### config.mk
export PLATFORM = sky130hd
export DESIGN_NAME = pwm_duty_to_target_map
export DESIGN_NICKNAME = d
export VERILOG_FILES = /design/src/pdtm_pkg.sv /design/src/pdtm_cfg_regs.sv /design/src/pdtm_ctrl.sv /design/src/pdtm_datapath.sv /design/src/pwm_duty_to_target_map.sv
export SDC_FILE = /design/constraint.sdc
export NUM_CORES = 2
export LEC_CHECK = 0
export BUFFER_PORTS_ARGS = -buffer_cell sky130_fd_sc_hd__buf_2
export CORE_MARGIN = 2
export CORE_UTILIZATION = 65
export DETAILED_ROUTE_END_ITERATION = 12
export PLACE_DENSITY = 0.83
export SYNTH_ARGS = -nofsm -noshare
export SYNTH_HDL_FRONTEND = slang
export SYNTH_HIERARCHICAL = 1
export SYNTH_SLANG_ARGS = --single-unit
### constraint.sdc
create_clock -name i_clk -period 11.2 [get_ports i_clk]
set_input_delay 1.12 -clock i_clk [delete_from_list [all_inputs] [get_ports i_clk]]
set_output_delay 1.12 -clock i_clk [all_outputs]
set_load 0.01 [all_outputs]
### src/pdtm_pkg.sv
// ----------------------------------------------------------------------------
// pdtm_pkg: shared types and constants for the PWM duty to target map
// Configuration record, controller/datapath command and status records,
// and node table field extraction.
// ----------------------------------------------------------------------------
package pdtm_pkg;

    localparam logic [14:0] DUTY_MAX   = 15'h7FFF;
    localparam logic [15:0] CNT_SAT    = 16'hFFFF;
    localparam int          CFG_IDX_W  = 3;
    localparam int          CFG_DATA_W = 64;
    localparam int          NODE_IDX_W = 3;
    localparam int          STEP_CNT_W = 5;
    localparam logic [STEP_CNT_W-1:0] DIV1_STEPS = 5'd15;
    localparam logic [STEP_CNT_W-1:0] DIV2_STEPS = 5'd16;

    typedef enum logic [CFG_IDX_W-1:0] {
        CFG_NODE_PAIR_A   = 3'd0,
        CFG_NODE_PAIR_B   = 3'd1,
        CFG_NODE_PAIR_C   = 3'd2,
        CFG_NODE_PAIR_D   = 3'd3,
        CFG_START_DUTY    = 3'd4,
        CFG_STOP_DUTY     = 3'd5,
        CFG_FILTER_TICKS  = 3'd6,
        CFG_INVERT_DUTY   = 3'd7
    } t_cfg_idx;

    typedef struct packed {
        logic [3:0][63:0] node_pair;
        logic [14:0]      start_duty;
        logic [14:0]      stop_duty;
        logic [15:0]      filter_ticks;
        logic             invert_duty;
    } t_cfg;

    typedef struct packed {
        logic in_load;   // latch the input transaction
        logic capt;      // capture check, prev update, divider setup
        logic div_step;  // one restoring division step
        logic duty_wr;   // write duty from quotient
        logic filt;      // run/stop hysteresis filters
        logic map;       // table end checks and segment select
        logic mul;       // slope product, divider setup
        logic interp;    // final target from quotient
        logic out_load;  // load result register
    } t_cmd;

    typedef struct packed {
        logic need_div;
        logic need_interp;
    } t_stat;

    function automatic logic [15:0] node_duty(input t_cfg c, input logic [NODE_IDX_W-1:0] i);
        logic [63:0] r;
        r = c.node_pair[i[2:1]];
        return i[0] ? r[47:32] : r[15:0];
    endfunction

    function automatic logic [15:0] node_target(input t_cfg c,
                                                input logic [NODE_IDX_W-1:0] i);
        logic [63:0] r;
        r = c.node_pair[i[2:1]];
        return i[0] ? r[63:48] : r[31:16];
    endfunction

endpackage

### src/pdtm_cfg_regs.sv
// ----------------------------------------------------------------------------
// pdtm_cfg_regs: configuration register file
// Indexed write port; all registers reset to zero.
// ----------------------------------------------------------------------------
module pdtm_cfg_regs
    import pdtm_pkg::*;
(
    input  logic                  i_clk,
    input  logic                  i_rst_n,
    input  logic                  i_cfg_we,
    input  logic [CFG_IDX_W-1:0]  i_cfg_index,
    input  logic [CFG_DATA_W-1:0] i_cfg_wdata,
    output t_cfg                  o_cfg
);

    t_cfg r_cfg;

    always_ff @(posedge i_clk) begin
        if (!i_rst_n) begin
            r_cfg <= '0;
        end else if (i_cfg_we) begin
            case (i_cfg_index)
                CFG_NODE_PAIR_A:  r_cfg.node_pair[0] <= i_cfg_wdata;
                CFG_NODE_PAIR_B:  r_cfg.node_pair[1] <= i_cfg_wdata;
                CFG_NODE_PAIR_C:  r_cfg.node_pair[2] <= i_cfg_wdata;
                CFG_NODE_PAIR_D:  r_cfg.node_pair[3] <= i_cfg_wdata;
                CFG_START_DUTY:   r_cfg.start_duty   <= i_cfg_wdata[14:0];
                CFG_STOP_DUTY:    r_cfg.stop_duty    <= i_cfg_wdata[14:0];
                CFG_FILTER_TICKS: r_cfg.filter_ticks <= i_cfg_wdata[15:0];
                CFG_INVERT_DUTY:  r_cfg.invert_duty  <= i_cfg_wdata[0];
                default: ;
            endcase
        end
    end

    assign o_cfg = r_cfg;

endmodule

### src/pdtm_ctrl.sv
// ----------------------------------------------------------------------------
// pdtm_ctrl: sequencing state machine
// Steps one transaction through capture, division, filter, map and
// interpolation; owns the input ready and the result valid.
// ----------------------------------------------------------------------------
module pdtm_ctrl
    import pdtm_pkg::*;
(
    input  logic  i_clk,
    input  logic  i_rst_n,
    input  logic  i_s_valid,
    output logic  o_s_ready,
    output logic  o_m_valid,
    input  logic  i_m_ready,
    input  t_stat i_stat,
    output t_cmd  o_cmd
);

    typedef enum logic [9:0] {
        ST_IDLE   = 10'b0000000001,
        ST_CAPT   = 10'b0000000010,
        ST_DIV1   = 10'b0000000100,
        ST_DUTY   = 10'b0000001000,
        ST_FILT   = 10'b0000010000,
        ST_MAP    = 10'b0000100000,
        ST_MUL    = 10'b0001000000,
        ST_DIV2   = 10'b0010000000,
        ST_INTERP = 10'b0100000000,
        ST_DONE   = 10'b1000000000
    } t_state;

    t_state                r_state, n_state;
    logic [STEP_CNT_W-1:0] r_cnt, n_cnt;
    logic                  r_out_valid, n_out_valid;
    logic                  w_out_free;

    assign w_out_free = !r_out_valid || i_m_ready;

    always_comb begin
        n_state     = r_state;
        n_cnt       = r_cnt;
        o_cmd       = '0;
        o_s_ready   = 1'b0;
        case (r_state)
            ST_IDLE: begin
                o_s_ready = 1'b1;
                if (i_s_valid) begin
                    o_cmd.in_load = 1'b1;
                    n_state       = ST_CAPT;
                end
            end
            ST_CAPT: begin
                o_cmd.capt = 1'b1;
                if (i_stat.need_div) begin
                    n_cnt   = DIV1_STEPS;
                    n_state = ST_DIV1;
                end else begin
                    n_state = ST_FILT;
                end
            end
            ST_DIV1: begin
                o_cmd.div_step = 1'b1;
                n_cnt          = r_cnt - STEP_CNT_W'(1);
                if (r_cnt == STEP_CNT_W'(1)) n_state = ST_DUTY;
            end
            ST_DUTY: begin
                o_cmd.duty_wr = 1'b1;
                n_state       = ST_FILT;
            end
            ST_FILT: begin
                o_cmd.filt = 1'b1;
                n_state    = ST_MAP;
            end
            ST_MAP: begin
                o_cmd.map = 1'b1;
                n_state   = i_stat.need_interp ? ST_MUL : ST_DONE;
            end
            ST_MUL: begin
                o_cmd.mul = 1'b1;
                n_cnt     = DIV2_STEPS;
                n_state   = ST_DIV2;
            end
            ST_DIV2: begin
                o_cmd.div_step = 1'b1;
                n_cnt          = r_cnt - STEP_CNT_W'(1);
                if (r_cnt == STEP_CNT_W'(1)) n_state = ST_INTERP;
            end
            ST_INTERP: begin
                o_cmd.interp = 1'b1;
                n_state      = ST_DONE;
            end
            ST_DONE: begin
                if (w_out_free) begin
                    o_cmd.out_load = 1'b1;
                    n_state        = ST_IDLE;
                end
            end
            default: n_state = ST_IDLE;
        endcase
    end

    always_comb begin
        n_out_valid = r_out_valid;
        if (o_cmd.out_load) n_out_valid = 1'b1;
        else if (i_m_ready) n_out_valid = 1'b0;
    end

    always_ff @(posedge i_clk) begin
        if (!i_rst_n) begin
            r_state     <= ST_IDLE;
            r_cnt       <= '0;
            r_out_valid <= 1'b0;
        end else begin
            r_state     <= n_state;
            r_cnt       <= n_cnt;
            r_out_valid <= n_out_valid;
        end
    end

    assign o_m_valid = r_out_valid;

endmodule

### src/pdtm_datapath.sv
// ----------------------------------------------------------------------------
// pdtm_datapath: capture filter, shared serial divider, hysteresis, table map
// Acts only on commands from the controller.
// ----------------------------------------------------------------------------
module pdtm_datapath
    import pdtm_pkg::*;
#(
    parameter int NODES             = 8,
    parameter int CAPTURE_TOLERANCE = 50
) (
    input  logic        i_clk,
    input  logic        i_rst_n,
    input  t_cfg        i_cfg,
    input  t_cmd        i_cmd,
    output t_stat       o_stat,
    input  logic        i_cap_ready,
    input  logic [15:0] i_high,
    input  logic [15:0] i_period,
    output logic [31:0] o_out_data
);

    localparam int SEL_W = $clog2(NODES);
    localparam int LAST  = NODES - 1;

    // tick state
    logic [15:0] r_prev_high, r_prev_period;
    logic [14:0] r_duty;
    logic        r_run;
    logic [15:0] r_stop_cnt, r_start_cnt;

    // latched transaction
    logic        r_cap_ready;
    logic [15:0] r_high, r_period;

    // serial divider: remainder below divisor whenever a division runs
    logic [15:0] r_rem, r_dlo, r_dvs, r_quo;

    // interpolation operands
    logic [15:0] r_t0, r_dt, r_dx, r_dd, r_target;
    logic        r_dec;
    logic [31:0] r_out;

    // capture check
    logic [15:0] w_dh, w_dp, w_per;
    logic        w_accept;

    always_comb begin
        w_dh     = (r_high > r_prev_high) ? (r_high - r_prev_high) : (r_prev_high - r_high);
        w_dp     = (r_period > r_prev_period) ? (r_period - r_prev_period)
                                              : (r_prev_period - r_period);
        w_accept = r_cap_ready && ({1'b0, w_dh} < 17'(CAPTURE_TOLERANCE))
                               && ({1'b0, w_dp} < 17'(CAPTURE_TOLERANCE));
        w_per    = (r_period == 16'd0) ? 16'd1 : r_period;
    end

    // divider step
    logic [16:0] w_trial;
    logic        w_qbit;
    logic [16:0] w_diff;

    always_comb begin
        w_trial = {r_rem, r_dlo[15]};
        w_diff  = w_trial - {1'b0, r_dvs};
        w_qbit  = (w_trial >= {1'b0, r_dvs});
    end

    // hysteresis
    logic        n_run;
    logic [15:0] n_stop_cnt, n_start_cnt;

    always_comb begin
        n_run       = r_run;
        n_stop_cnt  = r_stop_cnt;
        n_start_cnt = r_start_cnt;
        if (r_run && (r_duty < i_cfg.stop_duty)) begin
            if (r_stop_cnt > i_cfg.filter_ticks) n_run = 1'b0;
            else if (r_stop_cnt != CNT_SAT)      n_stop_cnt = r_stop_cnt + 16'd1;
        end else begin
            n_stop_cnt = '0;
        end
        // start check sees the flag as left by the stop check
        if (!n_run && (r_duty > i_cfg.start_duty)) begin
            if (r_start_cnt > i_cfg.filter_ticks) n_run = 1'b1;
            else if (r_start_cnt != CNT_SAT)      n_start_cnt = r_start_cnt + 16'd1;
        end else begin
            n_start_cnt = '0;
        end
    end

    // segment select: highest matching segment wins
    logic [15:0]      w_duty16, w_d0, w_d1, w_t0, w_t1, w_first_d, w_last_d;
    logic [SEL_W-1:0] w_sel;
    logic             w_found;

    always_comb begin
        w_duty16 = {1'b0, r_duty};
        w_sel    = '0;
        w_found  = 1'b0;
        for (int n = 1; n < NODES; n++) begin
            if ((w_duty16 > node_duty(i_cfg, NODE_IDX_W'(n - 1))) &&
                (w_duty16 <= node_duty(i_cfg, NODE_IDX_W'(n)))) begin
                w_sel   = SEL_W'(n);
                w_found = 1'b1;
            end
        end
        w_d0      = node_duty(i_cfg, NODE_IDX_W'(w_sel - SEL_W'(1)));
        w_d1      = node_duty(i_cfg, NODE_IDX_W'(w_sel));
        w_t0      = node_target(i_cfg, NODE_IDX_W'(w_sel - SEL_W'(1)));
        w_t1      = node_target(i_cfg, NODE_IDX_W'(w_sel));
        w_first_d = node_duty(i_cfg, NODE_IDX_W'(0));
        w_last_d  = node_duty(i_cfg, NODE_IDX_W'(LAST));
    end

    logic w_low_end, w_high_end;
    assign w_low_end  = (w_duty16 <= w_first_d);
    assign w_high_end = (w_duty16 > w_last_d);

    assign o_stat.need_div    = w_accept && (r_high < w_per);
    assign o_stat.need_interp = !w_low_end && !w_high_end && w_found;

    logic [31:0] w_prod;
    logic [15:0] w_qceil;
    assign w_prod  = r_dt * r_dx;
    assign w_qceil = r_quo + {15'd0, (r_rem != 16'd0)};

    // state registers
    always_ff @(posedge i_clk) begin
        if (!i_rst_n) begin
            r_prev_high   <= '0;
            r_prev_period <= '0;
            r_duty        <= '0;
            r_run         <= 1'b0;
            r_stop_cnt    <= '0;
            r_start_cnt   <= '0;
        end else begin
            if (i_cmd.capt && r_cap_ready) begin
                r_prev_high   <= r_high;
                r_prev_period <= w_accept ? w_per : r_period;
                if (w_accept && (r_high >= w_per)) begin
                    // ratio at or above one saturates
                    r_duty <= i_cfg.invert_duty ? 15'd0 : DUTY_MAX;
                end
            end
            if (i_cmd.duty_wr) begin
                r_duty <= i_cfg.invert_duty ? (DUTY_MAX - r_quo[14:0]) : r_quo[14:0];
            end
            if (i_cmd.filt) begin
                r_run       <= n_run;
                r_stop_cnt  <= n_stop_cnt;
                r_start_cnt <= n_start_cnt;
            end
        end
    end

    // payload registers
    always_ff @(posedge i_clk) begin
        if (i_cmd.in_load) begin
            r_cap_ready <= i_cap_ready;
            r_high      <= i_high;
            r_period    <= i_period;
        end
        if (i_cmd.capt) begin
            r_rem <= r_high;
            r_dlo <= '0;
            r_dvs <= w_per;
        end else if (i_cmd.mul) begin
            r_rem <= w_prod[31:16];
            r_dlo <= w_prod[15:0];
            r_dvs <= r_dd;
        end else if (i_cmd.div_step) begin
            r_rem <= w_qbit ? w_diff[15:0] : w_trial[15:0];
            r_dlo <= {r_dlo[14:0], 1'b0};
            r_quo <= {r_quo[14:0], w_qbit};
        end
        if (i_cmd.map) begin
            if (w_low_end) begin
                r_target <= node_target(i_cfg, NODE_IDX_W'(0));
            end else if (w_high_end || !w_found) begin
                r_target <= node_target(i_cfg, NODE_IDX_W'(LAST));
            end
            r_t0  <= w_t0;
            r_dec <= (w_t1 < w_t0);
            r_dt  <= (w_t1 < w_t0) ? (w_t0 - w_t1) : (w_t1 - w_t0);
            r_dx  <= w_duty16 - w_d0;
            r_dd  <= w_d1 - w_d0;
        end
        if (i_cmd.interp) begin
            // falling segment: subtract the rounded-up step to floor the result
            r_target <= r_dec ? (r_t0 - w_qceil) : (r_t0 + r_quo);
        end
        if (i_cmd.out_load) begin
            r_out <= {r_target, r_run, r_duty};
        end
    end

    assign o_out_data = r_out;

endmodule

### src/pwm_duty_to_target_map.sv
// ----------------------------------------------------------------------------
// pwm_duty_to_target_map: PWM capture to run request and target command
// Top level; joins the configuration registers, controller and datapath.
// ----------------------------------------------------------------------------
// Usage:
//   Slave stream: one transaction per control tick. tuser = capture_ready,
//   tdata = high_count (15:0), period_count (31:16).
//   Master stream: one result transaction per input transaction.
//   tdata = duty_q15 (14:0), run_request (15), target_value (31:16).
//   Config port: write enable, 3-bit register index, 64-bit data; writes
//   are registered and must be issued only while the block is idle.
// Sequencing:
//   A tick runs capture, the duty division when needed (15 serial steps),
//   filter and map, then the interpolation division when needed (16 serial
//   steps), and loads the result register. One shared restoring divider
//   serves both divisions; one transaction is in work at a time and the
//   controller returns to its idle state before it takes the next.
// Reset (synchronous, active low): capture history, duty, run flag and
//   filter counters clear; all config registers clear; no result pending.
// Stall: a finished result sits in the output register; the next input
//   is accepted and worked on, and its result waits in the last state
//   until the output register is free.
// ----------------------------------------------------------------------------
module pwm_duty_to_target_map
    import pdtm_pkg::*;
#(
    parameter int NODES             = 8,
    parameter int CAPTURE_TOLERANCE = 50
) (
    input  logic                  i_clk,
    input  logic                  i_rst_n,
    // slave stream
    input  logic                  i_s_axis_tvalid,
    output logic                  o_s_axis_tready,
    input  logic [31:0]           i_s_axis_tdata,  // high_count[15:0], period_count[31:16]
    input  logic                  i_s_axis_tuser,  // capture_ready[0]
    // master stream
    output logic                  o_m_axis_tvalid,
    input  logic                  i_m_axis_tready,
    output logic [31:0]           o_m_axis_tdata,  // duty_q15[14:0], run_request[15],
                                                   // target_value[31:16]
    // configuration
    input  logic                  i_cfg_we,
    input  logic [CFG_IDX_W-1:0]  i_cfg_index,
    input  logic [CFG_DATA_W-1:0] i_cfg_wdata
);

    t_cfg  w_cfg;
    t_cmd  w_cmd;
    t_stat w_stat;

    pdtm_cfg_regs u_cfg_regs (
        .i_clk       (i_clk),
        .i_rst_n     (i_rst_n),
        .i_cfg_we    (i_cfg_we),
        .i_cfg_index (i_cfg_index),
        .i_cfg_wdata (i_cfg_wdata),
        .o_cfg       (w_cfg)
    );

    // controller: handshakes and sequencing
    pdtm_ctrl u_ctrl (
        .i_clk     (i_clk),
        .i_rst_n   (i_rst_n),
        .i_s_valid (i_s_axis_tvalid),
        .o_s_ready (o_s_axis_tready),
        .o_m_valid (o_m_axis_tvalid),
        .i_m_ready (i_m_axis_tready),
        .i_stat    (w_stat),
        .o_cmd     (w_cmd)
    );

    // datapath: capture check, divider, filters, node table interpolation
    pdtm_datapath #(
        .NODES             (NODES),
        .CAPTURE_TOLERANCE (CAPTURE_TOLERANCE)
    ) u_datapath (
        .i_clk       (i_clk),
        .i_rst_n     (i_rst_n),
        .i_cfg       (w_cfg),
        .i_cmd       (w_cmd),
        .o_stat      (w_stat),
        .i_cap_ready (i_s_axis_tuser),
        .i_high      (i_s_axis_tdata[15:0]),
        .i_period    (i_s_axis_tdata[31:16]),
        .o_out_data  (o_m_axis_tdata)
    );

endmodule
Yosys cells after proc, flatten, opt, wreduce, memory -nomap -nowiden
Index checks and enable logic that the tools add are counted.
W data, S select, Z words.

storage, ports and cells
  register bits = 609
  latch bits = 0
  RAM bits = 0
  ROM bits = 0
  input port bits = 105
  output and inout bits = 34
  logic and storage cells = 239
  memories kept = 0

cells by class
  add/subtract/negate cells = 17
  multiply operators = 1
  divide/modulo/power cells = 0
  order comparisons = 30
  eq/ne operators = 29
  shifts and indexed selects = 0
  muxes and demuxes = 78
  bitwise operators = 2
  reductions and logical operators = 51

operators with widths
  cell                     count
  $mux W16                 28
  $bmux W64 S2             2
  $sub A16 B16 Y16         9
  $gt A15 B16 Y1           8
  $le A15 B16 Y1           8
  $mux W64                 2
  $pmux W10 S10            1
  $mux W15                 5
  $gt A16 B16 Y1           4
  $mux W10                 5
  $add A16 B1 Y16 const B  2
  $lt A16 B16 Y1           2
  $lt A16 B6 Y1 const B    2
  $mul A16 B16 Y32         1
  $ne A16 B16 Y1 const B   2
  $mux W1                  26
  $reduce_and A2 Y1        11
  $ge A17 B16 Y1           1
  $add A16 B1 Y16          1
  $add A16 B16 Y16         1
  $ge A16 B16 Y1           1
  $logic_and A1 B1 Y1      16
  $logic_not A16 Y1        1
  $reduce_bool A16 Y1      1
  other kinds (36)         68

Logic depth before layout (Yosys ltp)
  depth after elaboration = 15
  gate-level depth with buffers = 35
  mapped depth without buffers = 28

Hierarchy
The synthesis kept the hierarchy.

by module, submodules not included
  module         instances  cells each  area an instance (µm²)  seq. area each (µm²)
  pdtm_datapath  1          4,191       37,797.5                7,747.4
  pdtm_cfg_regs  1          1,055       11,143.2                6,065.8
  pdtm_ctrl      1          111         942.2                   320.3

Worst setup path before layout
OpenSTA, ideal clock, no wires.

  kind = register to register
  start = register u_datapath.r_duty[10]
  end = register u_datapath.r_dt[13] (data pin)
  library setup time = 0.266 ns
  arrival time = 7.672 ns
  required time = 10.934 ns
  setup slack = 3.261 ns
  stages on the path, launching flop included = 32
  path through = dfxtp_1 > ha_1 > and2_1 > a221o_1 > a31oi_1 > or3b_1 > a22oi_1 > a221oi_1 > a21o_1 > buf_2 > buf_4 > buf_4 > buf_4 > buf_4 > ha_1 > clkbuf_1 > clkbuf_1 > mux4_2 > mux2i_1 > ha_1 > clkbuf_1 > a21o_1 > a21o_1 > a21o_1 > a221o_1 > a21oi_1 > o21ai_0 > clkbuf_1 > mux2i_1 > or2_2 > o221ai_1 > xor2_1

between the ends
  word-level cells in the longest chain between the ends = 15

ends and longest elaborated chain
  element                                             RTL line                                    source
  start, declared                                     pdtm_datapath.sv:27                         logic [14:0] r_duty;
  start signal, assigned                              pdtm_datapath.sv:141                        r_duty <= i_cfg.invert_duty ? 15'd0 : DUTY_MAX;
  start signal, assigned                              pdtm_datapath.sv:145                        r_duty <= i_cfg.invert_duty ? (DUTY_MAX - r_quo[14:0]) : r_quo[14:0];
  $gt A15 B16 Y1 or $le A15 B16 Y1 (tied branches)    pdtm_datapath.sv:100, pdtm_datapath.sv:101
  $logic_and A1 B1 Y1                                 pdtm_datapath.sv:100                        if ((w_duty16 > node_duty(i_cfg, NODE_IDX_W'(n - 1))) &&
  $mux W1                                             pdtm_datapath.sv:100
  $mux W2 (2 in series)                               pdtm_datapath.sv:100
  $mux W3 (3 in series)                               pdtm_datapath.sv:100
  $mux W3 (*)                                         pdtm_datapath.sv:100
  $sub A3 B1 Y3                                       pdtm_datapath.sv:108                        w_t0 = node_target(i_cfg, NODE_IDX_W'(w_sel - SEL_W'(1)));
  $bmux W64 S2                                        pdtm_pkg.sv:62                              r = c.node_pair[i[2:1]];
  $mux W64                                            --
  $mux W16                                            pdtm_pkg.sv:63                              return i[0] ? r[63:48] : r[31:16];
  $sub A16 B16 Y16 or $lt A16 B16 Y1 (tied branches)  pdtm_datapath.sv:183                        r_dt <= (w_t1 < w_t0) ? (w_t0 - w_t1) : (w_t1 - w_t0);
  $mux W16 (*)                                        pdtm_datapath.sv:183
  end signal, assigned                                pdtm_datapath.sv:183
  end, declared                                       pdtm_datapath.sv:39                         logic [15:0] r_t0, r_dt, r_dx, r_dd, r_target;

Every way passes the cells marked *; elsewhere a longest branch is shown, timed or not. The select of a mux whose other input is x is not followed.
A chain may end at the register's enable or synchronous reset.

Worst setup path in the final report
  start = register u_datapath.r_duty[13]
  end = register u_datapath.r_dt[13] (data pin)

Same word-level chain as after synthesis.

==> metrics <==
critical path data required time=approximately 12 ns; syn avg cell area=between 9 and 10 sq um; DRC violations left=0; FILL cells=approximately 5700; Main synth FF type=dfxtp_1; hold_buf cts=0; DP Wirelength=103000 microns; Int Power=around 5 mW; Die Y=roughly 280 microns; deepest clock path buffer count=3; Area growth syn-to-layout=6.86%; largest net degree at the start of global routing=approximately 180; Total Nets Final=slightly above 6000; RSZ-0062 raised after global routing=false; cts repair resizes=0; postcts setup bufs=0; logic gate share of total power=36.1%; Initial Util=65.7%; final setup fails=0; Tcrit/Tclk final=76.7%; CTS sink count=roughly 600; Iter 0 DRT Violations=3492; switching pwr=between 2 and 3 mW; Hold Crit Class=reg -> reg; outcome=complete, no violations; synth warn=6; Cell variety after synth=around 110; Pins Over Slew Limit=0; core box area=between 70000 and 80000 sq um; grt ovf=0; worst IR drop on VDD=about 170 uV; PwrDens=142 nW/um^2; Die Area=around 80000 sq um; final WL=around 140000 microns; Post-Syn Nets=slightly above 6000; via count=just over 40000; # IOs=between 100 and 150; Pwr Total=7.56 mW; Vias/cell=between 6 and 7; GRT met3 Usage=under 10%; first-pass GRT wire length=215000 microns; max cap viols=0; clock slew at reported path FFs=approximately 0.060 ns; Post-Synthesis Cells=between 5000 and 6000; CTS tree=yes; M1 GR Usage=between 40% and 50%; relative slew slack=between 10 and 15%; hold_ws=0.420 ns; Die Width=roughly 280 microns; WP data arrival=~9 ns; Final GP Congestion=0.972; Routed Antenna Nets=0; f_max=around 0.12 GHz; LEAKAGE=about 24 nW; CP endpoint kind=flip-flop; total track usage=a little over a third; Setup CP Type=reg -> reg; vias in the first global route=roughly 40000; Sw Share=between 30% and 40%; initial antenna violation count=3; Clock power frac=between 30% and 40%; Flop pwr share=33.1%; clk_skew=between 0.03 and 0.04 ns; Rows=a little over 100; Post-synth EDFFs=194; reg2reg setup slack=around 2.6 ns; PortBufs=around 140; CP Launch Type=flip-flop; Most Crowded Layer GR=met2; Wirelength per Cell=21.5 microns; DR pass1 iterations=6; Final Hold Fails=0; Worst Path Max Fanout=34; Final TNS setup=0 ns; share of layout cells above drive strength 1=under 10%; minimum clock period after layout=around 8.6 ns; H-tree depth=3; CTS buffer count=67; Async S/R FF share, synth=0%; register area share after synthesis=between 20% and 30%; Seq cells post-synth=~610; CTS root buf=clkbuf_16; Mapped Area=about 50000 sq um; Slew @ Worst Pin=about 1.3 ns; GR Util met2=55.5%; clock latency on the worst-skew pair=around 0.65 ns
[cell type report]
cell class,count,area [sq um],share of cell area [%]
Multi-Input combinational cell,3900,32300,60.6
Clock inverter,39,438,0.822
Timing Repair Buffer,176,998,1.87
Inverter,604,2270,4.25
Antenna cell,1,2.50,0.00469
Clock buffer,84,1890,3.55
Sequential cell,609,14100,26.5
Tap cell,1030,1290,2.42
[layout by cell type, fill, tap and decap left out, drive strengths merged, types with 176 or more instances in the layout]
cell / synthesis / routed
nand2: 748 / 748
inv: 603 / 609
ha: 490 / 490
mux2i: 447 / 447
dfxtp: 415 / 415
a21oi: 258 / 258
nor2: 221 / 221
fa: 206 / 206
edfxtp: 194 / 194
buf: 93 / 176
[synthesized netlist by cell type, types with 102 or more instances]
master,count,area share (%)
nand2_1,748,5.6
inv_1,603,4.5
ha_1,490,12
mux2i_1,446,8.9
dfxtp_1,415,17
a21oi_1,257,2.6
nor2_1,220,1.7
fa_1,206,8.3
edfxtp_1,194,12
o21ai_0,161,1.6
and2_1,158,2.0
clkbuf_1,150,1.1
xnor2_1,102,1.8
[worst max-delay path: stages (launching register included)]
cell	delay, ns
dfxtp_1	0.76
ha_1	0.39
a2111oi_0	0.39
o21ai_0	0.24
o31ai_4	0.27
buf_4	0.36
inv_1	0.28
a221oi_1	0.49
a21o_4	0.29
ha_4	0.57
buf_4	0.63
mux4_2	0.60
mux2i_1	0.17
ha_1	0.36
a21o_1	0.22
a21o_1	0.18
a21o_1	0.17
a221o_1	0.38
a21oi_1	0.21
o21ai_1	0.23
buf_4	0.28
mux2i_1	0.16
or2_2	0.33
o221ai_1	0.20
xor2_1	0.11
[cells by family after synthesis]
family	count (synthesis)	synth area share, %
flip-flops	609	28.3
multiplexers	613	14.9
AND/OR/NAND/NOR	1553	14.7
adder cells (fa/ha/maj)	696	20.6
AO/OA/AOI/OAI	887	11.7
buffers and inverters	848	7.18
XOR/XNOR	151	2.68
[layer usage]
layer	vias up	share of wire, %
met3	321	8.5
met1	19700	42
met4	2	4.4
li1	18600	-
met5	-	0.0094
met2	1687	45
[power by group through the flow]
stage / sequential [mW] / clock (mW) / combinational [mW]
after global placement: 2.54 / 0 / 2.63
after floorplan: 2.51 / 0 / 2.07
final: 2.50 / 2.33 / 2.73
after global routing: 2.50 / 2.44 / 2.93
after detailed placement: 2.54 / 0 / 2.67
after CTS: 2.49 / 2.36 / 2.68
[flip-flops by register name, summed over array words and instances (netlist names), 16 cells and up]
signal and cells:
u_cfg_regs/o_cfg 303, u_datapath/o_out_data 32, u_datapath/r_dd 16, u_datapath/r_dlo 16, u_datapath/r_dt 16, u_datapath/r_dvs 16
u_datapath/r_dx 16, u_datapath/r_high 16, u_datapath/r_period 16, u_datapath/r_prev_high 16, u_datapath/r_prev_period 16, u_datapath/r_quo 16
u_datapath/r_rem 16, u_datapath/r_start_cnt 16, u_datapath/r_stop_cnt 16, u_datapath/r_t0 16, u_datapath/r_target 16
[final timing paths]
path / startpoint / end / cells past startpoint
worst max-delay path: u_datapath/r_duty[13] / u_datapath/r_dt[13] / 24
worst min-delay path: u_datapath/r_target[3] / u_datapath/o_out_data[19] / 0
worst max register to register: u_datapath/r_duty[13] / u_datapath/r_dt[13] / 24
worst min register to register: u_datapath/r_target[3] / u_datapath/o_out_data[19] / 0
[metrics by stage]
step                utilization, %  instances  worst slack [ns]  cell area, sq um
CTS                           70.2       6442              2.64             53300
detailed placement            67.1       6319              2.63             51000
global route                  70.2       6442              2.01             53300
floorplan                        -       5357              3.26             49900
global placement              67.1       6319              2.78             51000
finish                        70.2       6443              2.61             53300
No activity file was read; power rests on OpenSTA's default activity.
